===== src/hdl/c2sa_pkg.sv =====
// Shared types, constants and the arctangent table for the cartesian to
// spherical angle unit. No dependencies.
package c2sa_pkg;

    localparam int COORD_WIDTH_DEF   = 32;
    localparam int FRAC_BITS_DEF     = 16;
    localparam int CORDIC_STAGES_DEF = 18;

    // Guarded differences are 59 bits; two more bits cover CORDIC growth.
    localparam int SCALED_W = 59;
    localparam int DW       = SCALED_W + 2;
    // Q30 angle accumulator
    localparam int ZW       = 34;
    localparam int Q30_SHIFT = 30;

    localparam logic signed [ZW-1:0] HALF_PI_Q30 = 34'sd1686629713;
    localparam longint               PI_Q30      = 64'sd3373259426;
    localparam logic [29:0]          INV_GAIN_Q30 = 30'd652032874;

    localparam int CFG_IDX_W = 2;
    typedef enum logic [CFG_IDX_W-1:0] {
        CFG_ORIGIN_X = 2'd0,
        CFG_ORIGIN_Y = 2'd1,
        CFG_ORIGIN_Z = 2'd2
    } cfg_index_t;

    function automatic logic signed [ZW-1:0] atan_q30(input logic [4:0] idx);
        logic signed [ZW-1:0] v;
        case (idx)
            5'd0:    v = 34'sh3243F6A8;
            5'd1:    v = 34'sh1DAC6705;
            5'd2:    v = 34'sh0FADBAFC;
            5'd3:    v = 34'sh07F56EA6;
            5'd4:    v = 34'sh03FEAB76;
            5'd5:    v = 34'sh01FFD55B;
            5'd6:    v = 34'sh00FFFAAA;
            5'd7:    v = 34'sh007FFF55;
            5'd8:    v = 34'sh003FFFEA;
            5'd9:    v = 34'sh001FFFFD;
            5'd10:   v = 34'sh000FFFFF;
            5'd11:   v = 34'sh0007FFFF;
            5'd12:   v = 34'sh0003FFFF;
            5'd13:   v = 34'sh0001FFFF;
            5'd14:   v = 34'sh0000FFFF;
            5'd15:   v = 34'sh00007FFF;
            5'd16:   v = 34'sh00003FFF;
            5'd17:   v = 34'sh00001FFF;
            5'd18:   v = 34'sh00000FFF;
            5'd19:   v = 34'sh000007FF;
            5'd20:   v = 34'sh000003FF;
            5'd21:   v = 34'sh000001FF;
            5'd22:   v = 34'sh000000FF;
            5'd23:   v = 34'sh0000007F;
            5'd24:   v = 34'sh0000003F;
            5'd25:   v = 34'sh0000001F;
            5'd26:   v = 34'sh0000000F;
            5'd27:   v = 34'sh00000008;
            5'd28:   v = 34'sh00000004;
            5'd29:   v = 34'sh00000002;
            5'd30:   v = 34'sh00000001;
            default: v = '0;
        endcase
        return v;
    endfunction

endpackage


===== src/hdl/c2sa_gain.sv =====
// Two-stage removal of the CORDIC gain from the planar magnitude, split into
// high and low 30-bit partial products. Depends on c2sa_pkg.
module c2sa_gain
    import c2sa_pkg::*;
#(
    parameter int SIDE_W = 1
)
(
    input  logic                 clk,
    input  logic                 rst_n,
    input  logic                 in_valid,
    input  logic signed [DW-1:0] in_mag,
    input  logic [SIDE_W-1:0]    in_side,
    output logic                 out_valid,
    output logic signed [DW-1:0] out_r,
    output logic [SIDE_W-1:0]    out_side
);

    localparam int PART_W = DW - 1 - Q30_SHIFT;
    localparam int PROD_W = PART_W + 30;

    logic              valid_a_reg;
    logic              valid_b_reg;
    logic [PROD_W-1:0] p_hi_reg;
    logic [59:0]       p_lo_reg;
    logic [SIDE_W-1:0] side_a_reg;
    logic [SIDE_W-1:0] side_b_reg;
    logic signed [DW-1:0] r_reg;
    logic [PROD_W-1:0] p_hi_next;
    logic [59:0]       p_lo_next;
    logic signed [DW-1:0] r_next;

    always_comb
    begin
        p_hi_next = in_mag[DW-2:Q30_SHIFT] * INV_GAIN_Q30;
        p_lo_next = in_mag[Q30_SHIFT-1:0] * INV_GAIN_Q30;
        r_next    = DW'(p_hi_reg) + DW'(p_lo_reg[59:Q30_SHIFT]);
    end

    always_ff @(posedge clk or negedge rst_n)
    begin
        if (!rst_n)
        begin
            valid_a_reg <= 1'b0;
            valid_b_reg <= 1'b0;
        end
        else
        begin
            valid_a_reg <= in_valid;
            valid_b_reg <= valid_a_reg;
        end
    end

    always_ff @(posedge clk)
    begin
        p_hi_reg   <= p_hi_next;
        p_lo_reg   <= p_lo_next;
        side_a_reg <= in_side;
        r_reg      <= r_next;
        side_b_reg <= side_a_reg;
    end

    assign out_valid = valid_b_reg;
    assign out_r     = r_reg;
    assign out_side  = side_b_reg;

endmodule


===== config.mk =====
export PLATFORM = sky130hd
export DESIGN_NAME = c2sa_gain
export DESIGN_NICKNAME = d
export VERILOG_FILES = /design/src/hdl/c2sa_pkg.sv /design/src/hdl/c2sa_gain.sv
export SDC_FILE = /design/constraint.sdc
export NUM_CORES = 2
export LEC_CHECK = 0
export BUFFER_PORTS_ARGS = -buffer_cell sky130_fd_sc_hd__buf_4
export CORE_ASPECT_RATIO = 0.5
export CORE_MARGIN = 5
export CORE_UTILIZATION = 60
export DETAILED_ROUTE_END_ITERATION = 12
export GPL_TIMING_DRIVEN = 0
export HOLD_SLACK_MARGIN = 0.12
export PLACE_DENSITY = 0.86
export RECOVER_POWER = 100
export REMOVE_ABC_BUFFERS = 1
export SETUP_SLACK_MARGIN = 0.5
export SYNTH_ARGS = -nofsm -noshare
export SYNTH_HDL_FRONTEND = slang
export SYNTH_SLANG_ARGS = --single-unit

===== constraint.sdc =====
create_clock -name clk -period 2.65 [get_ports clk]
set_input_delay 0 -clock clk [delete_from_list [all_inputs] [get_ports clk]]
set_output_delay 0 -clock clk [all_outputs]
set_load 0.03 [all_outputs]

==> summary by stage <==
Synth
Yosys mapped a number of flops with a built-in enable equal to 0. For this run, the number of Yosys warnings is 0. After synthesis, the largest area contributor takes up 42.53% of total cell area.

The synthesized instance count is 3992. By area the synthesized netlist is led by sky130_fd_sc_hd__fa_1, sky130_fd_sc_hd__ha_1, sky130_fd_sc_hd__inv_1. The number of flip-flops and latches in the synthesized netlist is 154. The compound-gate portion of the synthesized area is 7.463%. Of the post-synthesis cell area, the part taken by muxes is 0.1560%. A synthesized cell averages 10.05 um2. The adder and majority cell fraction of the synthesized area is 64.78%. The synthesized netlist devotes 5.388% of its cell area to simple gates. The post-synthesis instance area is 0.04010 mm2. The largest total area in the synthesized netlist belongs to sky130_fd_sc_hd__fa_1. The unique cell type count in the Yosys netlist is 77. The dominant synthesized flop cell is sky130_fd_sc_hd__dfxtp_1. Counting flops with an async set or reset pin after synthesis yields a share of 1.299%. The largest family of logic cells by synthesized area is adder cells. Summing the areas of all xor and xnor instances in the mapped netlist gives 2.905% of the synthesized area.

The proportion of synthesized chip area in sequential cells is 7.713%.

Cells and area
The total number of nets in the final design is 5937. Once layout is done, the placed cells without fillers occupy 0.04813 mm2. The filler cell count in the final layout is 4323. The layout overhead on the synthesized area is 20.01%. In the final layout, the multi-input gates occupy 0.03565 mm2. The register with the most flip-flops in the layout has 61 of them.

The post-route netlist has 19.81% of its cells at a drive strength greater than 1. For this run, the number of standard cells in the final layout without fillers is 5217. The sequential cells in the finished layout cover a total of 0.003102 mm2. The number of antenna diodes in the final layout is 0.

Placed design
The number of placed instances, taps included is 4961. The post-detailed-placement cell area is 0.04196 mm2. The global placement routability congestion is 0.9941. The count of buffers added on input and output ports is 126. At the placement stage, the worst setup path has a slack of -4.809 ns. The final HPWL from detailed placement is 88.69 mm.

Timing
Of the available clock period, the critical path in the final layout requires 234.8%. Headroom to the max-slew limit came out at 38.60%. Once routing completed, OpenROAD measured the worst setup slack at -3.572 ns. The number of endpoints failing setup at the final stage is 125.

The time the worst path needs with I/O delays and setup is 6.222 ns. The transition at the pin with the smallest max-transition slack is 0.9114 ns. Across the routed clock network, the largest skew measured is 0.01294 ns. Adding up every negative setup slack in the final design gives -249.74 ns. Setup repair after global routing could not meet its margin everywhere.

The final count of hold timing violations was 0. The max-slew violation count is 0. Based on the critical path, the design can be clocked at up to 160.7 MHz.

Routing
The number of DRC markers in iteration 0 is 1854. For this block, the via count after detailed routing is 29.95k. The first detailed-routing pass took 5 iterations.

After detailed routing, the number of remaining DRC violations is 0. Once detail routing completed, the nets flagged for antenna violations numbered 0. The average routed wire per standard cell is 22.17 um. The via count normalized by instance count is 5.742.

The post-detailed-routing wire length is 115.7 mm.

Clock network
The clock net in this run drives a total of 154 sinks. Clock-pin slew was measured on the worst setup and hold paths at 0.07 ns. The master cell of the clock root buffer is sky130_fd_sc_hd__clkbuf_16.

The maximum root-to-sink buffer count is 2. In this run the number of H-tree levels came out at 4. Counting the buffers created by CTS gives 17. The latest clock arrival within the worst-skew pair is 0.45 ns.

TritonCTS built the clock tree.

Floorplan
The die extent in y is 192.8 um. The total number of placement rows is 67. The area of the die is 0.07242 mm2.

The area of the core region is 0.06656 mm2. The I/O pin count is 128. From left edge to right edge, the die measures 375.6 um.

The starting utilization of the core area is 60.25%.

Critical path
STA classifies the critical path endpoint as a flip-flop. At the worst endpoint, the arrival time is 6.59 ns. The top fanout value on the critical path is 3. The setup path with the least slack is of type input pin to flip-flop. STA puts the critical path data required time at 3.02 ns. The startpoint of the worst register-to-register path is p_hi_reg[1].

The number of cells on the worst reg-to-reg path is 13. The kind of start point of the critical path is an input pin. Tracing the worst setup path back leads to its startpoint at in_mag[39].

Worst hold path
The min-delay analysis places its worst path in the category input pin to flip-flop. The startpoint of the most critical hold path is in_mag[35]. The depth of the worst hold-timing path is 4.

GRT
The total grt overflow is 0. The first global-routing pass estimated 171.7 mm of wire. The number of antenna violations at the first check in global routing is 0. The global-route usage over all layers is 30.44%.

The via count of the first global-routing pass is 32.93k. The largest net degree at the start of global routing is 20.

Status
The run finished, with violations left. The final reports fail on negative setup slack.

Run
Max-cap violations in this run came to 0.
==> final timing paths <==
| path | end | slack (ns) |
|---|---|---|
| worst max-delay path | p_hi_reg[56] | -3.57 |
| worst min-delay path | p_hi_reg[6] | 0.17 |
| worst max register to register | out_r[19] | -0.29 |
| worst min register to register | out_r[0] | 0.34 |
| max in group asynchronous | valid_a_reg | 2.10 |
| min in group asynchronous | out_valid | 0.43 |
==> cell families after synthesis <==
| family | Yosys count |
|---|---|
| flops | 154 |
| simple gates | 432 |
| buf+inv | 1238 |
| fa+ha+maj | 1565 |
| mux | 6 |
| xor+xnor | 133 |
| compound gates | 464 |
==> layout by cell type, fill, tap and decap left out, drive strengths merged, types with 5 or more instances in the layout <==
cell type / instances
inv: 1161
fa: 852
ha: 713
buf: 268
dfxtp: 152
a21oi: 148
nand2: 111
xnor2: 94
nor2: 91
clkbuf: 89
o21ai: 83
a21o: 75
nand3: 52
nand4: 49
xor2: 39
nor3: 37
o21bai: 32
clkinvlp: 30
and3: 16
a211oi: 16
a31oi: 16
o21a: 15
nor2b: 13
and2: 12
nor4: 11
o31ai: 10
dlygate4sd3: 9
o211ai: 8
clkinv: 8
or3: 8
a41oi: 7
or2: 7
nand2b: 5
o31a: 5
and4: 5
o41ai: 5
==> worst max-delay path, stage by stage <==
cell and delay [ns]:
sky130_fd_sc_hd__buf_12 0.09, sky130_fd_sc_hd__clkinvlp_4 0.14, sky130_fd_sc_hd__buf_4 0.17, sky130_fd_sc_hd__fa_2 0.43, sky130_fd_sc_hd__fa_1 0.60, sky130_fd_sc_hd__inv_2 0.05, sky130_fd_sc_hd__fa_1 0.46, sky130_fd_sc_hd__fa_1 0.41
sky130_fd_sc_hd__fa_2 0.60, sky130_fd_sc_hd__fa_2 0.44, sky130_fd_sc_hd__fa_1 0.55, sky130_fd_sc_hd__inv_1 0.07, sky130_fd_sc_hd__fa_1 0.53, sky130_fd_sc_hd__inv_2 0.06, sky130_fd_sc_hd__ha_4 0.26, sky130_fd_sc_hd__and4_4 0.21
sky130_fd_sc_hd__nand4_1 0.25, sky130_fd_sc_hd__or3b_4 0.50, sky130_fd_sc_hd__o41ai_4 0.09, sky130_fd_sc_hd__or4_4 0.23, sky130_fd_sc_hd__nand3_4 0.08, sky130_fd_sc_hd__and3_4 0.16, sky130_fd_sc_hd__a311oi_2 0.16
==> synthesized netlist by cell type, types with 49 or more instances <==
master,number
sky130_fd_sc_hd__nand4_1,49
sky130_fd_sc_hd__xnor2_1,94
sky130_fd_sc_hd__a21oi_1,148
sky130_fd_sc_hd__inv_1,1184
sky130_fd_sc_hd__nand3_1,50
sky130_fd_sc_hd__o21ai_0,63
sky130_fd_sc_hd__dfxtp_1,152
sky130_fd_sc_hd__nor2_1,91
sky130_fd_sc_hd__fa_1,852
sky130_fd_sc_hd__a21o_1,75
sky130_fd_sc_hd__ha_1,713
sky130_fd_sc_hd__nand2_1,110
sky130_fd_sc_hd__clkbuf_1,50
==> final cells by class <==
cell class,instances,area share [%]
Timing Repair Buffer,349,6.388
Sequential cell,154,6.445
Clock inverter,15,0.4056
Tap cell,897,2.332
Clock buffer,17,0.8839
Multi-Input combinational cell,2601,74.07
Inverter,1184,9.471
==> per-layer routing <==
layer  wire length, um  global-route usage, %  share of wire (%)  vias up
met4              6920                  13.75                6.0        0
met3              8959                  6.347                7.7      489
met5                 0                      0                  0        -
li1                  -                      -                  -    13085
met1             42560                  36.32                 37    14972
met2             57240                  53.65                 49     1408
==> metrics by stage <==
stage                     util (%)  hold slack, ns
after detailed placement     63.05         -0.2162
after global routing         72.30          0.1683
after global placement       63.05         -0.2181
final                        72.30          0.1659
after CTS                    68.55         0.02835
after floorplan                  -         -0.2956
==> repair_timing <==
action,CTS,global route
cloned,0,1
pin swaps,166,221
hold buffers,8,3
buffers inserted,94,118
resized for setup,475,408
endpoints found under the setup margin,131,131
endpoints found under the hold margin,9,3
Power is left out: the tool's default activity adds up to more than one toggle a clock period on the data nets, which glitch-free logic cannot reach.
