===== src/hdl/c2sa_pkg.sv =====
// Shared types, constants and the arctangent table for the cartesian to
// spherical angle unit. No dependencies.
package c2sa_pkg;

    localparam int COORD_WIDTH_DEF   = 32;
    localparam int FRAC_BITS_DEF     = 16;
    localparam int CORDIC_STAGES_DEF = 18;

    // Guarded differences are 59 bits; two more bits cover CORDIC growth.
    localparam int SCALED_W = 59;
    localparam int DW       = SCALED_W + 2;
    // Q30 angle accumulator
    localparam int ZW       = 34;
    localparam int Q30_SHIFT = 30;

    localparam logic signed [ZW-1:0] HALF_PI_Q30 = 34'sd1686629713;
    localparam longint               PI_Q30      = 64'sd3373259426;
    localparam logic [29:0]          INV_GAIN_Q30 = 30'd652032874;

    localparam int CFG_IDX_W = 2;
    typedef enum logic [CFG_IDX_W-1:0] {
        CFG_ORIGIN_X = 2'd0,
        CFG_ORIGIN_Y = 2'd1,
        CFG_ORIGIN_Z = 2'd2
    } cfg_index_t;

    function automatic logic signed [ZW-1:0] atan_q30(input logic [4:0] idx);
        logic signed [ZW-1:0] v;
        case (idx)
            5'd0:    v = 34'sh3243F6A8;
            5'd1:    v = 34'sh1DAC6705;
            5'd2:    v = 34'sh0FADBAFC;
            5'd3:    v = 34'sh07F56EA6;
            5'd4:    v = 34'sh03FEAB76;
            5'd5:    v = 34'sh01FFD55B;
            5'd6:    v = 34'sh00FFFAAA;
            5'd7:    v = 34'sh007FFF55;
            5'd8:    v = 34'sh003FFFEA;
            5'd9:    v = 34'sh001FFFFD;
            5'd10:   v = 34'sh000FFFFF;
            5'd11:   v = 34'sh0007FFFF;
            5'd12:   v = 34'sh0003FFFF;
            5'd13:   v = 34'sh0001FFFF;
            5'd14:   v = 34'sh0000FFFF;
            5'd15:   v = 34'sh00007FFF;
            5'd16:   v = 34'sh00003FFF;
            5'd17:   v = 34'sh00001FFF;
            5'd18:   v = 34'sh00000FFF;
            5'd19:   v = 34'sh000007FF;
            5'd20:   v = 34'sh000003FF;
            5'd21:   v = 34'sh000001FF;
            5'd22:   v = 34'sh000000FF;
            5'd23:   v = 34'sh0000007F;
            5'd24:   v = 34'sh0000003F;
            5'd25:   v = 34'sh0000001F;
            5'd26:   v = 34'sh0000000F;
            5'd27:   v = 34'sh00000008;
            5'd28:   v = 34'sh00000004;
            5'd29:   v = 34'sh00000002;
            5'd30:   v = 34'sh00000001;
            default: v = '0;
        endcase
        return v;
    endfunction

endpackage


===== src/hdl/c2sa_out.sv =====
// Output stage: round Q30 angles to the output format, saturate and register
// them with the done strobe. Depends on c2sa_pkg.
module c2sa_out
    import c2sa_pkg::*;
#(
    parameter int FRAC_BITS = FRAC_BITS_DEF
)
(
    input  logic                   clk,
    input  logic                   rst_n,
    input  logic                   in_valid,
    input  logic signed [ZW-1:0]   in_polar,
    input  logic signed [ZW-1:0]   in_azimuth,
    output logic                   done,
    output logic [FRAC_BITS+1:0]   polar_angle,
    output logic signed [FRAC_BITS+2:0] azimuth_angle
);

    localparam int     SHIFT   = Q30_SHIFT - FRAC_BITS;
    localparam longint HALF_L  = longint'(1) << (SHIFT - 1);
    localparam longint PI_L    = (PI_Q30 + HALF_L) >>> SHIFT;
    localparam logic signed [ZW-1:0] HALF    = ZW'(HALF_L);
    localparam logic signed [ZW-1:0] PI_OUT  = ZW'(PI_L);
    localparam logic signed [ZW-1:0] NEG_PI  = ZW'(-PI_L);

    logic                        done_reg;
    logic [FRAC_BITS+1:0]        polar_reg;
    logic signed [FRAC_BITS+2:0] azimuth_reg;
    logic signed [ZW-1:0]        polar_rnd;
    logic signed [ZW-1:0]        azimuth_rnd;
    logic signed [ZW-1:0]        polar_sat;
    logic signed [ZW-1:0]        azimuth_sat;

    always_comb
    begin
        polar_rnd   = (in_polar + HALF) >>> SHIFT;
        azimuth_rnd = (in_azimuth + HALF) >>> SHIFT;
        polar_sat   = polar_rnd;
        if (polar_rnd > PI_OUT)
        begin
            polar_sat = PI_OUT;
        end
        else if (polar_rnd < 0)
        begin
            polar_sat = '0;
        end
        azimuth_sat = azimuth_rnd;
        if (azimuth_rnd > PI_OUT)
        begin
            azimuth_sat = PI_OUT;
        end
        else if (azimuth_rnd < NEG_PI)
        begin
            azimuth_sat = NEG_PI;
        end
    end

    always_ff @(posedge clk or negedge rst_n)
    begin
        if (!rst_n)
        begin
            done_reg <= 1'b0;
        end
        else
        begin
            done_reg <= in_valid;
        end
    end

    always_ff @(posedge clk)
    begin
        polar_reg   <= polar_sat[FRAC_BITS+1:0];
        azimuth_reg <= azimuth_sat[FRAC_BITS+2:0];
    end

    assign done          = done_reg;
    assign polar_angle   = polar_reg;
    assign azimuth_angle = azimuth_reg;

endmodule


===== config.mk =====
export PLATFORM = sky130hd
export DESIGN_NAME = c2sa_out
export DESIGN_NICKNAME = d
export VERILOG_FILES = /design/src/hdl/c2sa_pkg.sv /design/src/hdl/c2sa_out.sv
export SDC_FILE = /design/constraint.sdc
export NUM_CORES = 1
export LEC_CHECK = 0
export ABC_CLOCK_PERIOD_IN_PS = 1350
export BUFFER_PORTS_ARGS = -buffer_cell sky130_fd_sc_hd__buf_2
export CAP_MARGIN = 20
export CORE_MARGIN = 2
export CORE_UTILIZATION = 50
export DETAILED_ROUTE_END_ITERATION = 10
export HOLD_SLACK_MARGIN = 0.05
export PLACE_DENSITY = 0.83
export SLEW_MARGIN = 30
export SYNTH_ARGS = -nofsm -noshare
export SYNTH_HDL_FRONTEND = slang
export SYNTH_SLANG_ARGS = --single-unit

===== constraint.sdc =====
create_clock -name clk -period 1.35 [get_ports clk]
set_clock_uncertainty 0.05 [all_clocks]
set_input_delay 0.3375 -clock clk [delete_from_list [all_inputs] [get_ports clk]]
set_output_delay 0.3375 -clock clk [all_outputs]
set_load 0.02 [all_outputs]

==> tab_implementation.tex, run 1 <==
\begin{tabular}{lr}
\hline
Metric & Value \\
\hline
\multicolumn{2}{l}{\textbf{Logic synthesis}} \\
Seq cells post-synth & 38 \\
Cell accounting for the most synthesized area & dfxtp\_1 \\
Number of instances in the synthesized netlist & 301 \\
Main flop type after synthesis & dfxtp\_1 \\
Post-Synthesis Mean Instance Area & 8.57 sq um \\
Post-synth ARST share & 2.63\% \\
Count of unique library cells instantiated by Yosys & 72 \\
Number of synthesis warnings & 0 \\
Sequential cell area fraction in the yosys report & 29.7\% \\
Post-synth net total & 374 \\
Count of flip-flops with a built-in enable after synthesis & 0 \\
Post-synthesis instance area & 2580 sq um \\
Biggest area contributors in the synthesized netlist & dfxtp\_1, xnor2\_1, nor2\_1, nand3\_1, xor2\_1 \\
Area share of the largest cell type after synthesis & 28.7\% \\
\multicolumn{2}{l}{\textbf{Status}} \\
Halt Reason & [ERROR DPL-0038] Utilization greater than 100\%, impossible to legalize \\
Status & stopped before the end \\
Halt Stage & global routing \\
\multicolumn{2}{l}{\textbf{Clocking}} \\
Number of clock buffers inserted by TritonCTS & 5 \\
Number of H-tree branching levels & 2 \\
Number of clock sinks & 38 \\
Master cell of the clock root buffer & clkbuf\_8 \\
CTS max path bufs & 2 \\
\multicolumn{2}{l}{\textbf{Placed design}} \\
Routability congestion estimate from global placement & 0.963 \\
Port buffer count & 82 \\
Detailed-placement wirelength estimate & 6830 um \\
\multicolumn{2}{l}{\textbf{GRT}} \\
Pin count of the biggest net entering global routing & 11 \\
\multicolumn{2}{l}{\textbf{Floorplan}} \\
Vertical die dimension & 75.8 um \\
Row count & 26 \\
Initial Utilization & 51.2\% \\
Top Ports & 109 \\
Horiz. Die Dim & 75.8 um \\
\multicolumn{2}{l}{\textbf{STA}} \\
Worst endpoint after global-route timing repair & polar\_angle[6]\$\_SDFF\_PP0\_/D \\
Worst-path end type & sequential cell input \\
\hline
\end{tabular}
[through the flow]
step	cell area (sq um)	hold WS (ps)	setup slack (ps)	instances	TNS [ps]
2_1_floorplan	2770	-8.09	-840	301	-22100
4_1_cts	4790	100	-694	586	-19910
3_5_place_dp	4020	63.1	-1160	559	-36230
3_3_place_gp	4020	61.7	-1010	559	-33610
[synthesized netlist by cell type (2+ instances only)]
cell type	instances
nor4_1	6
o41ai_1	2
ha_1	2
nor2_2	2
o211ai_1	2
nand3_1	20
o32ai_1	2
o21ba_2	4
nand2_1	13
clkbuf_1	2
buf_4	5
dfxtp_1	37
nor2_1	36
o21ba_1	3
a2111oi_0	2
a21oi_1	15
buf_6	2
a21o_1	3
o21a_1	4
xnor2_1	22
nor3_1	3
nand4_1	10
inv_1	3
or3_1	8
or2_2	3
nor3b_1	2
and2_1	2
and3_1	6
buf_2	4
a211oi_1	3
a211o_1	2
o21ai_1	6
or4_4	2
o21ai_0	8
a311oi_1	2
nor4_2	3
xor2_1	11
and4_1	3
o31a_1	3
[cells by family after synthesis]
family	Yosys count	share of synthesized area, %
adder cells (fa/ha/maj)	2	0.970
AO/OA/AOI/OAI	72	20.9
multiplexers	1	0.388
AND/OR/NAND/NOR	136	32.1
XOR/XNOR	34	11.8
flip-flops	38	29.7
buffers and inverters	18	4.17
[timing repair]
item | 4_1_cts
endpoints found under the setup margin | 37
hold buffers | 1
hold endpoints to repair | 1
pin swaps | 44
setup buffers | 21
gates resized for setup | 125
==> inputs of run 2 (changes only) <==
Settings changed: CORE_UTILIZATION 50 to 35, HOLD_SLACK_MARGIN 0.05 to unset, PLACE_DENSITY 0.83 to unset, PLACE_DENSITY_LB_ADDON set to 0.15.
==> run 2 against run 1 <==
  * Synthesized area unchanged
  * Synthesized cell count did not move
  * The flow now finishes, with violations (setup timing)
==> tab_implementation.tex, run 2 <==
\begin{tabular}{lr}
\hline
Metric & Value \\
\hline
\multicolumn{2}{l}{\textbf{Pwr}} \\
Clock share of power & 34.0\% \\
Net switching component of the power & 0.00102 W \\
Leakage power summed over all cells & 2.24 nW \\
Internal cell power & 0.00258 W \\
Switching portion of total power & 28.4\% \\
Worst IR drop on VDD & 0.484 mV \\
Reg power frac & 34.2\% \\
Combinational share of power & 31.8\% \\
PD cells & 720 nW/um\^{}2 \\
\multicolumn{2}{l}{\textbf{Floorplan}} \\
Initial Utilization & 36.0\% (was 51.2\%) \\
Core ar. & 7180 sq um \\
Top Ports & 109 (unchanged) \\
Die area & 8070 sq um \\
Horiz. Die Dim & 89.9 um (was 75.8 um) \\
Vertical die dimension & 89.9 um (was 75.8 um) \\
Row count & 31 (was 26) \\
\multicolumn{2}{l}{\textbf{Logic synthesis}} \\
Area share of the largest cell type after synthesis & 28.7\% (unchanged) \\
Post-synth ARST share & 2.63\% (unchanged) \\
Seq cells post-synth & 38 (unchanged) \\
Count of flip-flops with a built-in enable after synthesis & 0 (unchanged) \\
Top cell types by occurrence after synthesis & dfxtp\_1, nor2\_1, xnor2\_1 (unchanged) \\
Post-synth net total & 374 (unchanged) \\
Sequential cell area fraction in the yosys report & 29.7\% (unchanged) \\
Number of synthesis warnings & 0 (unchanged) \\
Post-Synthesis Mean Instance Area & 8.57 sq um (unchanged) \\
Post-synthesis instance area & 2580 sq um (unchanged) \\
Most numerous cell in the Yosys netlist & dfxtp\_1 (unchanged) \\
Number of instances in the synthesized netlist & 301 (unchanged) \\
Cell accounting for the most synthesized area & dfxtp\_1 (unchanged) \\
Main flop type after synthesis & dfxtp\_1 (unchanged) \\
Biggest area contributors in the synthesized netlist & dfxtp\_1, xnor2\_1, nor2\_1, nand3\_1, xor2\_1 (unchanged) \\
Count of unique library cells instantiated by Yosys & 72 (unchanged) \\
\multicolumn{2}{l}{\textbf{Clocking}} \\
Clock-pin slew on the worst setup and hold paths & 80 ps \\
Master cell of the clock root buffer & clkbuf\_8 (unchanged) \\
CTS tree & built \\
CTS max path bufs & 2 (unchanged) \\
Number of clock sinks & 38 (unchanged) \\
Number of clock buffers inserted by TritonCTS & 5 (unchanged) \\
Number of H-tree branching levels & 2 (unchanged) \\
\multicolumn{2}{l}{\textbf{Placed design}} \\
Placed cell count & 588 (was 559) \\
Detailed-placement wirelength estimate & 6580 um (was 6830 um) \\
Routability congestion estimate from global placement & 0.856 (was 0.963) \\
Port buffer count & 82 (unchanged) \\
\multicolumn{2}{l}{\textbf{Cells and area}} \\
Final cell count without fillers & 626 \\
Layout area overhead & 93.8\% \\
Proportion of layout cells with a drive suffix above 1 & 62.4\% \\
Flip-flop count of the largest register, all copies and words added & 19 \\
Combined flip-flop and latch cell area & 766 sq um \\
Leading cell type in the layout, fill and taps excluded & buf\_4 \\
Filler Cell Count & 527 \\
Final-stage net count & 599 \\
Top library cells by usage in the layout, fill and taps aside & buf\_4, buf\_2, buf\_6 \\
Multi-input combinational cell area & 2140 sq um \\
Ant. Diodes & 0 \\
\multicolumn{2}{l}{\textbf{Worst hold path}} \\
Worst hold start & in\_valid \\
Instance count along the most critical hold path & 1 \\
Worst Hold Class & in2reg \\
Destination of the worst hold path & done\$\_DFF\_PN0\_ \\
\multicolumn{2}{l}{\textbf{Setup path}} \\
Critical path start-end classification & in2reg \\
Slowest stage cell, crit path & or3\_1 \\
Cell repeated most along the worst path & buf\_6 \\
Chain of cells forming the critical path & buf\_8 -> ha\_4 -> buf\_6 -> nand3\_4 -> buf\_6 -> or3\_1 -> nand4\_1 -> a311oi\_2 -> o21a\_1 -> o21ai\_2 -> buf\_6 -> buf\_6 -> a21oi\_2 \\
Worst-path maximum fanout & 5 \\
Worst path max stage delay & 320 ps \\
Startpoint type of the worst setup path & input port \\
Critical path capture point type & flip-flop \\
Required arrival time at the worst endpoint & 1480 ps \\
Crit path DAT & 2190 ps \\
\multicolumn{2}{l}{\textbf{GRT}} \\
Global routing usage summed across all routing layers & 21.8\% \\
Residual overflow from global routing & 0 \\
Initial antenna violation count & 0 \\
Wire length of the first global-routing pass & 14500 um \\
Pin count of the biggest net entering global routing & 13 \\
Via count of the first global-routing pass & 3137 \\
\multicolumn{2}{l}{\textbf{STA}} \\
RSZ-0062 raised after global routing & true \\
Final worst path period share & 153\% \\
Total Neg Setup Slack & -21290 ps \\
Highest clock rate & 485 MHz \\
Final setup violation count & 37 \\
Relative slew margins & 76.1\% \\
Final hold violation count & 0 \\
Fin. max-slew vios & 0 \\
Smallest setup slack after layout & -713 ps \\
Slew at the pin with the worst max-slew slack & 356 ps \\
Minimum clock period after layout & 2060 ps \\
\multicolumn{2}{l}{\textbf{Detailed routing}} \\
Detailed-route via count & 3166 \\
Vias per cell & 5.06 \\
Routed wire per std cell & 14.8 um \\
Number of nets still failing antenna checks after routing & 0 \\
Total detailed-routing wirelength & 9250 um \\
Detailed-routing iteration count for the pre-antenna-repair pass & 4 \\
Iteration-0 DRC count of the detailed router & 92 \\
DRC Markers & 0 \\
\multicolumn{2}{l}{\textbf{Status}} \\
Failing checks & setup timing \\
Status & finished with violations (was stopped before the end) \\
\multicolumn{2}{l}{\textbf{Flow run}} \\
Max-cap violation count & 0 \\
\hline
\end{tabular}
## run 2: cell counts after synthesis
No cell type changed its count.
## run 2: layout make-up
type                       count  share of cell area (%)
multi-input combinational    245                    42.9
timing repair buffer         232                    36.2
sequential                    38                    15.3
tap                           99                    2.48
clock buffer                   6                    1.65
clock inverter                 2                    1.20
inverter                       4                   0.300
## run 2: worst max path at each step
stage | slack, ps | startpoint | cells past startpoint | end
3_3_place_gp | -1040 | in_azimuth[16] | 10 | azimuth_angle[0]$_SDFF_PP1_
3_5_place_dp | -1100 | in_azimuth[16] | 10 | azimuth_angle[0]$_SDFF_PP1_
6_report | -710 | in_polar[13] | 13 | polar_angle[6]$_SDFF_PP0_
4_1_cts | -690 | in_azimuth[14] | 9 | azimuth_angle[0]$_SDFF_PP1_
5_1_grt | -760 | in_polar[13] | 13 | polar_angle[11]$_SDFF_PP0_
2_1_floorplan | -840 | in_azimuth[13] | 8 | azimuth_angle[0]$_SDFF_PP1_
## run 2: what timing repair did
item / CTS / global route
hold endpoints to repair: 1 / 0
gates cloned: 0 / 1
hold buffers: 1 / 0
pin swaps: 37 / 19
setup endpoints to repair: 37 / 37
resized for setup: 87 / 38
buffers inserted: 19 / 15
## run 2: cell families after synthesis
group	count (synthesis)	synth area share, %
xor gates and xnor gates	34	11.8
muxes	1	0.388
and+or+nand+nor	136	32.1
adders and majority gates	2	0.970
DFF	38	29.7
buffers and inverters	18	4.17
AOI/OAI and AO/OA	72	20.9
## run 2: routing by layer
metal	share of wire, %	up-vias	wire, um	global-route usage (%)
li1	-	1567	-	-
met1	38	1473	3530	23.3
met2	55	110	5140	42.0
met3	4.5	16	417	3.19
met4	1.9	0	172	9.74
met5	0	-	0	0
## run 2: worst max-delay path: cells and delay by family
kind | cells | cell delay [ps]
simple gates | 3 | 550
buf+inv | 5 | 610
fa+ha+maj | 1 | 150
compound gates | 4 | 540
## run 2: power by group through the flow
stage | combinational, W | clock (W) | sequential [W]
6_report | 0.00115 | 0.00122 | 0.00123
5_1_grt | 0.00122 | 0.00128 | 0.00124
4_1_cts | 0.00106 | 0.00123 | 0.00123
3_5_place_dp | 0.000927 | 0 | 0.00126
3_3_place_gp | 0.000916 | 0 | 0.00126
2_1_floorplan | 0.000345 | 0 | 0.00137
## run 2: stage by stage
| stage | area (sq um) | hold WS, ps | utilization (%) | worst slack, ps | power (W) |
|---|---|---|---|---|---|
| floorplan | 2770 | -8.09 | - | -840 | 0.00172 |
| global placement | 4080 | 61.8 | 56.8 | -1040 | 0.00218 |
| detailed placement | 4080 | 63.0 | 56.8 | -1100 | 0.00218 |
| CTS | 4720 | 87.7 | 65.8 | -691 | 0.00352 |
| global route | 5000 | 79.7 | 69.7 | -763 | 0.00375 |
| finish | 5000 | 94.3 | 69.7 | -713 | 0.00360 |
Note: power is estimated with default switching activity, not from simulation.
==> inputs of run 3 (changes only) <==
Settings changed: SETUP_SLACK_MARGIN set to 0.4.
==> run 3 against run 2 <==
  * The run still ends with setup timing left
  * Non-clock buffer count stayed put
  * Utilization is 3.8 points higher
  * Wire length is 1.2% higher
  * Cell count stayed put
  * Clock power hardly changed
  * Fmax is 1.3% lower
  * First-iteration DRC count is 11% lower
==> tab_implementation.tex, run 3 (same netlist as run 2, synthesis figures left out) <==
\begin{tabular}{lr}
\hline
Metric & Value \\
\hline
\multicolumn{2}{l}{\textbf{Setup path}} \\
Worst path max stage delay & 300 ps (was 320 ps) \\
Required arrival time at the worst endpoint & 1480 ps (about the same) \\
Category of cells accounting for the largest share of critical-path delay & compound AO/OA/AOI/OAI gates (was buffers and inverters) \\
Startpoint type of the worst setup path & input port (unchanged) \\
Number of buffer and inverter instances along the worst setup path & 4 (was 5) \\
Worst-path maximum fanout & 6 (was 5) \\
Chain of cells forming the critical path & buf\_8 -> ha\_4 -> buf\_6 -> nand3\_4 -> buf\_6 -> o21ai\_0 -> nand4\_1 -> a311oi\_1 -> o21a\_1 -> o21ai\_2 -> buf\_6 -> o21ba\_1 (was buf\_8 -> ha\_4 -> buf\_6 -> nand3\_4 -> buf\_6 -> or3\_1 -> nand4\_1 -> a311oi\_2 -> o21a\_1 -> o21ai\_2 -> buf\_6 -> buf\_6 -> a21oi\_2) \\
Cell repeated most along the worst path & buf\_6 (unchanged) \\
Critical path capture point type & flip-flop (unchanged) \\
Slowest stage cell, crit path & a311oi\_1 (was or3\_1) \\
Crit path DAT & 2220 ps (was 2190 ps) \\
Start point of the critical path & in\_polar[13] (unchanged) \\
Critical path start-end classification & in2reg (unchanged) \\
\multicolumn{2}{l}{\textbf{Clocking}} \\
CTS max path bufs & 2 (unchanged) \\
Number of clock buffers inserted by TritonCTS & 5 (unchanged) \\
Clock-pin slew on the worst setup and hold paths & 80 ps (about the same) \\
CTS tree & built (unchanged) \\
Number of clock sinks & 38 (unchanged) \\
Master cell of the clock root buffer & clkbuf\_8 (unchanged) \\
Number of H-tree branching levels & 2 (unchanged) \\
\multicolumn{2}{l}{\textbf{STA}} \\
Total Neg Setup Slack & -21750 ps (was -21290 ps) \\
Final worst path period share & 155\% (was 153\%) \\
Slew at the pin with the worst max-slew slack & 384 ps (was 356 ps) \\
Relative slew margins & 74.2\% (was 76.1\%) \\
Final worst hold slack & 99.2 ps (was 94.3 ps) \\
Highest clock rate & 478 MHz (was 485 MHz) \\
Final hold violation count & 0 (unchanged) \\
Smallest setup slack after layout & -741 ps (was -713 ps) \\
Minimum clock period after layout & 2090 ps (was 2060 ps) \\
RSZ-0062 raised after global routing & true (unchanged) \\
Final setup violation count & 37 (unchanged) \\
Fin. max-slew vios & 0 (unchanged) \\
\multicolumn{2}{l}{\textbf{Cells and area}} \\
Layout area overhead & 104\% (was 93.8\%) \\
Top library cells by usage in the layout, fill and taps aside & buf\_4, buf\_6, dfxtp\_2 (was buf\_4, buf\_2, buf\_6) \\
Leading cell type in the layout, fill and taps excluded & buf\_4 (unchanged) \\
Post-layout util & 73.5\% (was 69.7\%) \\
Proportion of layout cells with a drive suffix above 1 & 69.6\% (was 62.4\%) \\
Final-stage net count & 599 (unchanged) \\
Flip-flop count of the largest register, all copies and words added & 19 (unchanged) \\
Ant. Diodes & 0 (unchanged) \\
\multicolumn{2}{l}{\textbf{Floorplan}} \\
Core ar. & 7180 sq um (unchanged) \\
Initial Utilization & 36.0\% (unchanged) \\
Vertical die dimension & 89.9 um (unchanged) \\
Top Ports & 109 (unchanged) \\
Die area & 8070 sq um (unchanged) \\
Horiz. Die Dim & 89.9 um (unchanged) \\
Row count & 31 (unchanged) \\
\multicolumn{2}{l}{\textbf{Detailed routing}} \\
Detailed-route via count & 3182 (was 3166) \\
Number of nets still failing antenna checks after routing & 0 (unchanged) \\
Detailed-routing iteration count for the pre-antenna-repair pass & 4 (unchanged) \\
Total detailed-routing wirelength & 9370 um (was 9250 um) \\
Iteration-0 DRC count of the detailed router & 82 (was 92) \\
Vias per cell & 5.08 (was 5.06) \\
Routed wire per std cell & 15.0 um (was 14.8 um) \\
DRC Markers & 0 (unchanged) \\
\multicolumn{2}{l}{\textbf{GRT}} \\
Global routing usage summed across all routing layers & 22.3\% (was 21.8\%) \\
Residual overflow from global routing & 0 (unchanged) \\
Initial antenna violation count & 0 (unchanged) \\
Pin count of the biggest net entering global routing & 13 (unchanged) \\
Via count of the first global-routing pass & 3150 (was 3137) \\
Wire length of the first global-routing pass & 14900 um (was 14500 um) \\
\multicolumn{2}{l}{\textbf{Pwr}} \\
Total chip power & 0.00371 W (was 0.00360 W) \\
Combinational share of power & 33.5\% (was 31.8\%) \\
Clock share of power & 32.4\% (was 34.0\%) \\
Net switching component of the power & 0.00103 W (was 0.00102 W) \\
Reg power frac & 34.2\% (about the same) \\
Worst IR drop on VDD & 0.509 mV (was 0.484 mV) \\
PD cells & 704 nW/um\^{}2 (was 720 nW/um\^{}2) \\
Internal cell power & 0.00269 W (was 0.00258 W) \\
Switching portion of total power & 27.7\% (was 28.4\%) \\
Leakage power summed over all cells & 2.29 nW (was 2.24 nW) \\
\multicolumn{2}{l}{\textbf{Placed design}} \\
Detailed-placement wirelength estimate & 6580 um (unchanged) \\
Routability congestion estimate from global placement & 0.856 (unchanged) \\
Port buffer count & 82 (unchanged) \\
\multicolumn{2}{l}{\textbf{Status}} \\
Status & finished with violations (unchanged) \\
Failing checks & setup timing (unchanged) \\
\multicolumn{2}{l}{\textbf{Worst hold path}} \\
Worst hold start & in\_valid (unchanged) \\
Worst Hold Class & in2reg (unchanged) \\
\multicolumn{2}{l}{\textbf{Flow run}} \\
Max-cap violation count & 0 (unchanged) \\
\hline
\end{tabular}
-- run 3: changes by cell type in the layout (fill, tap and decap cells not counted), moves of 3 or more --
cell | previous run | this run
buf_6 | 38 | 73
dfxtp_2 | 0 | 36
buf_2 | 66 | 29
nor2_2 | 10 | 14
nor2_1 | 27 | 23
dfxtp_1 | 37 | 1
buf_4 | 118 | 121
-- run 3: power by group through the flow --
stage / clock, W / combinational (W) / sequential [W]
2_1_floorplan: 0 / 0.000345 / 0.00137
3_3_place_gp: 0 / 0.000916 / 0.00126
3_5_place_dp: 0 / 0.000927 / 0.00126
4_1_cts: 0.00123 / 0.00117 / 0.00127
5_1_grt: 0.00129 / 0.00132 / 0.00128
6_report: 0.00120 / 0.00124 / 0.00127
-- run 3: timing repair --
action                     CTS  global route
resized for setup          204            32
setup endpoints to repair   75            75
buffers inserted            16            13
pin swaps                   38            21
hold endpoints to repair     1             0
hold buffers                 1             0
cloned                       0             0
-- run 3: path summary, 6_finish.rpt --
| kind | end | slack (ps) | depth (start not counted) |
|---|---|---|---|
| hold / removal | done$_DFF_PN0_ | 100 | 1 |
| min in group asynchronous | done$_DFF_PN0_ | 290 | 2 |
| setup / recovery | polar_angle[3]$_SDFF_PN1_ | -740 | 12 |
| max in group asynchronous | done$_DFF_PN0_ | 880 | 2 |
-- run 3: stage by stage --
stage          setup slack (ps)  area (sq um)  instances
5_1_grt                    -809          5270        626
6_report                   -741          5270        626
3_3_place_gp              -1040          4080        588
2_1_floorplan              -840          2770        301
4_1_cts                    -691          5040        613
3_5_place_dp              -1100          4080        588
-- run 3: cell type report --
class,instances,area (sq um)
Clock buffer,6,82.6
Clock inverter,2,60.1
Fill cell,479,1900
Inverter,4,15.0
Multi-Input combinational cell,245,2150
Sequential cell,38,811
Tap cell,99,124
Timing Repair Buffer,232,2030
-- run 3: routing by layer --
metal,track usage (%),vias to the layer above,share of wire (%)
li1,-,1561,-
met1,24.1,1512,38
met2,43.8,93,56
met3,2.77,16,4.1
met4,8.59,0,2.1
met5,0,-,0
==> inputs of run 4 (changes only) <==
Settings changed: MAX_ROUTING_LAYER set to met4.
==> run 4 against run 3 <==
  * The run still ends with setup timing left
  * Global-route usage up 0.60 points
  * Setup slack worse by 18 ps
  * Die area is the same
  * Combinational power barely moved
  * Flip-flop and latch count is the same
  * First-iteration DRC count shrank 2.4%
  * Fmax is 0.85% lower
  * Largest cell class unchanged
==> tab_implementation.tex, run 4 (same netlist as run 2, synthesis figures left out) <==
\begin{tabular}{lr}
\hline
Metric & Value \\
\hline
\multicolumn{2}{l}{\textbf{STA}} \\
RSZ-0062 raised after global routing & true (unchanged) \\
Minimum clock period after layout & 2110 ps (was 2090 ps) \\
Final setup violation count & 37 (unchanged) \\
Highest clock rate & 474 MHz (was 478 MHz) \\
Relative slew margins & 76.2\% (was 74.2\%) \\
Slew at the pin with the worst max-slew slack & 354 ps (was 384 ps) \\
Final worst path period share & 156\% (was 155\%) \\
Smallest setup slack after layout & -759 ps (was -741 ps) \\
Final worst hold slack & 94.0 ps (was 99.2 ps) \\
Final hold violation count & 0 (unchanged) \\
Fin. max-slew vios & 0 (unchanged) \\
\multicolumn{2}{l}{\textbf{Clocking}} \\
Number of clock buffers inserted by TritonCTS & 5 (unchanged) \\
Clock-pin slew on the worst setup and hold paths & 80 ps (about the same) \\
Number of clock sinks & 38 (unchanged) \\
Number of H-tree branching levels & 2 (unchanged) \\
CTS tree & built (unchanged) \\
Master cell of the clock root buffer & clkbuf\_8 (unchanged) \\
CTS max path bufs & 2 (unchanged) \\
\multicolumn{2}{l}{\textbf{Detailed routing}} \\
Iteration-0 DRC count of the detailed router & 80 (was 82) \\
Routed wire per std cell & 15.0 um (about the same) \\
Total detailed-routing wirelength & 9420 um (was 9370 um) \\
Detailed-routing iteration count for the pre-antenna-repair pass & 4 (unchanged) \\
Detailed-route via count & 3164 (was 3182) \\
Vias per cell & 5.05 (was 5.08) \\
DRC Markers & 0 (unchanged) \\
Number of nets still failing antenna checks after routing & 0 (unchanged) \\
\multicolumn{2}{l}{\textbf{Pwr}} \\
Internal cell power & 0.00268 W (was 0.00269 W) \\
PD cells & 706 nW/um\^{}2 (was 704 nW/um\^{}2) \\
Leakage power summed over all cells & 2.29 nW (about the same) \\
Net switching component of the power & 0.00104 W (was 0.00103 W) \\
Switching portion of total power & 27.9\% (was 27.7\%) \\
Combinational share of power & 33.4\% (was 33.5\%) \\
Total chip power & 0.00372 W (was 0.00371 W) \\
Worst IR drop on VDD & 0.510 mV (was 0.509 mV) \\
Clock share of power & 32.5\% (was 32.4\%) \\
Reg power frac & 34.1\% (was 34.2\%) \\
\multicolumn{2}{l}{\textbf{Cells and area}} \\
Proportion of layout cells with a drive suffix above 1 & 69.8\% (was 69.6\%) \\
Flip-flop count of the largest register, all copies and words added & 19 (unchanged) \\
Final-stage net count & 599 (unchanged) \\
Combined flip-flop and latch cell area & 811 sq um (unchanged) \\
Leading cell type in the layout, fill and taps excluded & buf\_4 (unchanged) \\
Layout area overhead & 104\% (about the same) \\
Filler Cell Count & 481 (was 479) \\
Multi-input combinational cell area & 2150 sq um (about the same) \\
Post-layout util & 73.4\% (was 73.5\%) \\
Ant. Diodes & 0 (unchanged) \\
Top library cells by usage in the layout, fill and taps aside & buf\_4, buf\_6, dfxtp\_2 (unchanged) \\
\multicolumn{2}{l}{\textbf{GRT}} \\
Initial antenna violation count & 0 (unchanged) \\
Wire length of the first global-routing pass & 14800 um (was 14900 um) \\
Pin count of the biggest net entering global routing & 13 (unchanged) \\
Global routing usage summed across all routing layers & 22.9\% (was 22.3\%) \\
Via count of the first global-routing pass & 3144 (was 3150) \\
Residual overflow from global routing & 0 (unchanged) \\
\multicolumn{2}{l}{\textbf{Setup path}} \\
Start point of the critical path & in\_polar[13] (unchanged) \\
Critical path capture point type & flip-flop (unchanged) \\
Critical path start-end classification & in2reg (unchanged) \\
Required arrival time at the worst endpoint & 1490 ps (was 1480 ps) \\
Worst-path maximum fanout & 6 (unchanged) \\
Cell repeated most along the worst path & buf\_6 (unchanged) \\
Category of cells accounting for the largest share of critical-path delay & compound AO/OA/AOI/OAI gates (unchanged) \\
Worst path max stage delay & 300 ps (about the same) \\
Crit path DAT & 2250 ps (was 2220 ps) \\
Chain of cells forming the critical path & buf\_8 -> ha\_4 -> buf\_6 -> nand3\_4 -> buf\_6 -> o21ai\_0 -> nand4\_1 -> a311oi\_1 -> o21a\_1 -> o21ai\_2 -> buf\_6 -> o21ba\_1 (unchanged) \\
Number of buffer and inverter instances along the worst setup path & 4 (unchanged) \\
Slowest stage cell, crit path & a311oi\_1 (unchanged) \\
Startpoint type of the worst setup path & input port (unchanged) \\
\multicolumn{2}{l}{\textbf{Floorplan}} \\
Horiz. Die Dim & 89.9 um (unchanged) \\
Row count & 31 (unchanged) \\
Initial Utilization & 36.0\% (unchanged) \\
Core ar. & 7180 sq um (unchanged) \\
Top Ports & 109 (unchanged) \\
Die area & 8070 sq um (unchanged) \\
Vertical die dimension & 89.9 um (unchanged) \\
\multicolumn{2}{l}{\textbf{Placed design}} \\
Routability congestion estimate from global placement & 0.870 (was 0.856) \\
Detailed-placement wirelength estimate & 6580 um (unchanged) \\
Port buffer count & 82 (unchanged) \\
\multicolumn{2}{l}{\textbf{Worst hold path}} \\
Worst hold start & in\_valid (unchanged) \\
Worst Hold Class & in2reg (unchanged) \\
\multicolumn{2}{l}{\textbf{Status}} \\
Failing checks & setup timing (unchanged) \\
Status & finished with violations (unchanged) \\
\multicolumn{2}{l}{\textbf{Flow run}} \\
Max-cap violation count & 0 (unchanged) \\
\hline
\end{tabular}
==> run 4: final timing paths <==
path	to	slack [ps]	depth (start not counted)
min in group asynchronous	done$_DFF_PN0_	290	2
max	polar_angle[3]$_SDFF_PN1_	-760	12
max in group asynchronous	done$_DFF_PN0_	880	2
min	done$_DFF_PN0_	90	1
==> run 4: layout make-up <==
class / count / area share, %
well taps: 99 / 2.35
flip-flops and latches: 38 / 15.4
multi-input cells: 245 / 40.9
inverters: 4 / 0.285
repair buffers: 232 / 38.4
clock buffers: 6 / 1.57
clock inverters: 2 / 1.14
==> run 4: timing repair <==
action	CTS	global route
buffers inserted	16	13
setup endpoints to repair	75	75
pin swaps	38	21
hold buffers	1	0
resized for setup	204	30
hold endpoints to repair	1	0
==> run 4: per-layer routing <==
layer / track usage [%] / share of wire (%)
met3: 2.77 / 3.1
met2: 43.7 / 56
met5: - / 0
met4: 8.72 / 2.0
met1: 24.0 / 38
==> run 4: power groups by stage <==
stage          registers [W]  logic [W]  clock network [W]
5_1_grt              0.00128    0.00132            0.00129
3_3_place_gp         0.00126   0.000916                  0
2_1_floorplan        0.00137   0.000345                  0
4_1_cts              0.00127    0.00117            0.00123
6_report             0.00127    0.00124            0.00121
3_5_place_dp         0.00126   0.000927                  0
==> run 4: per-stage QoR <==
step / instance area [sq um] / cells / TNS (ps) / setup slack [ps]
floorplan: 2770 / 301 / -22100 / -840
global placement: 4080 / 588 / -34110 / -1040
detailed placement: 4080 / 588 / -34700 / -1100
CTS: 5040 / 613 / -20030 / -691
global route: 5270 / 626 / -24190 / -801
finish: 5270 / 626 / -21940 / -759
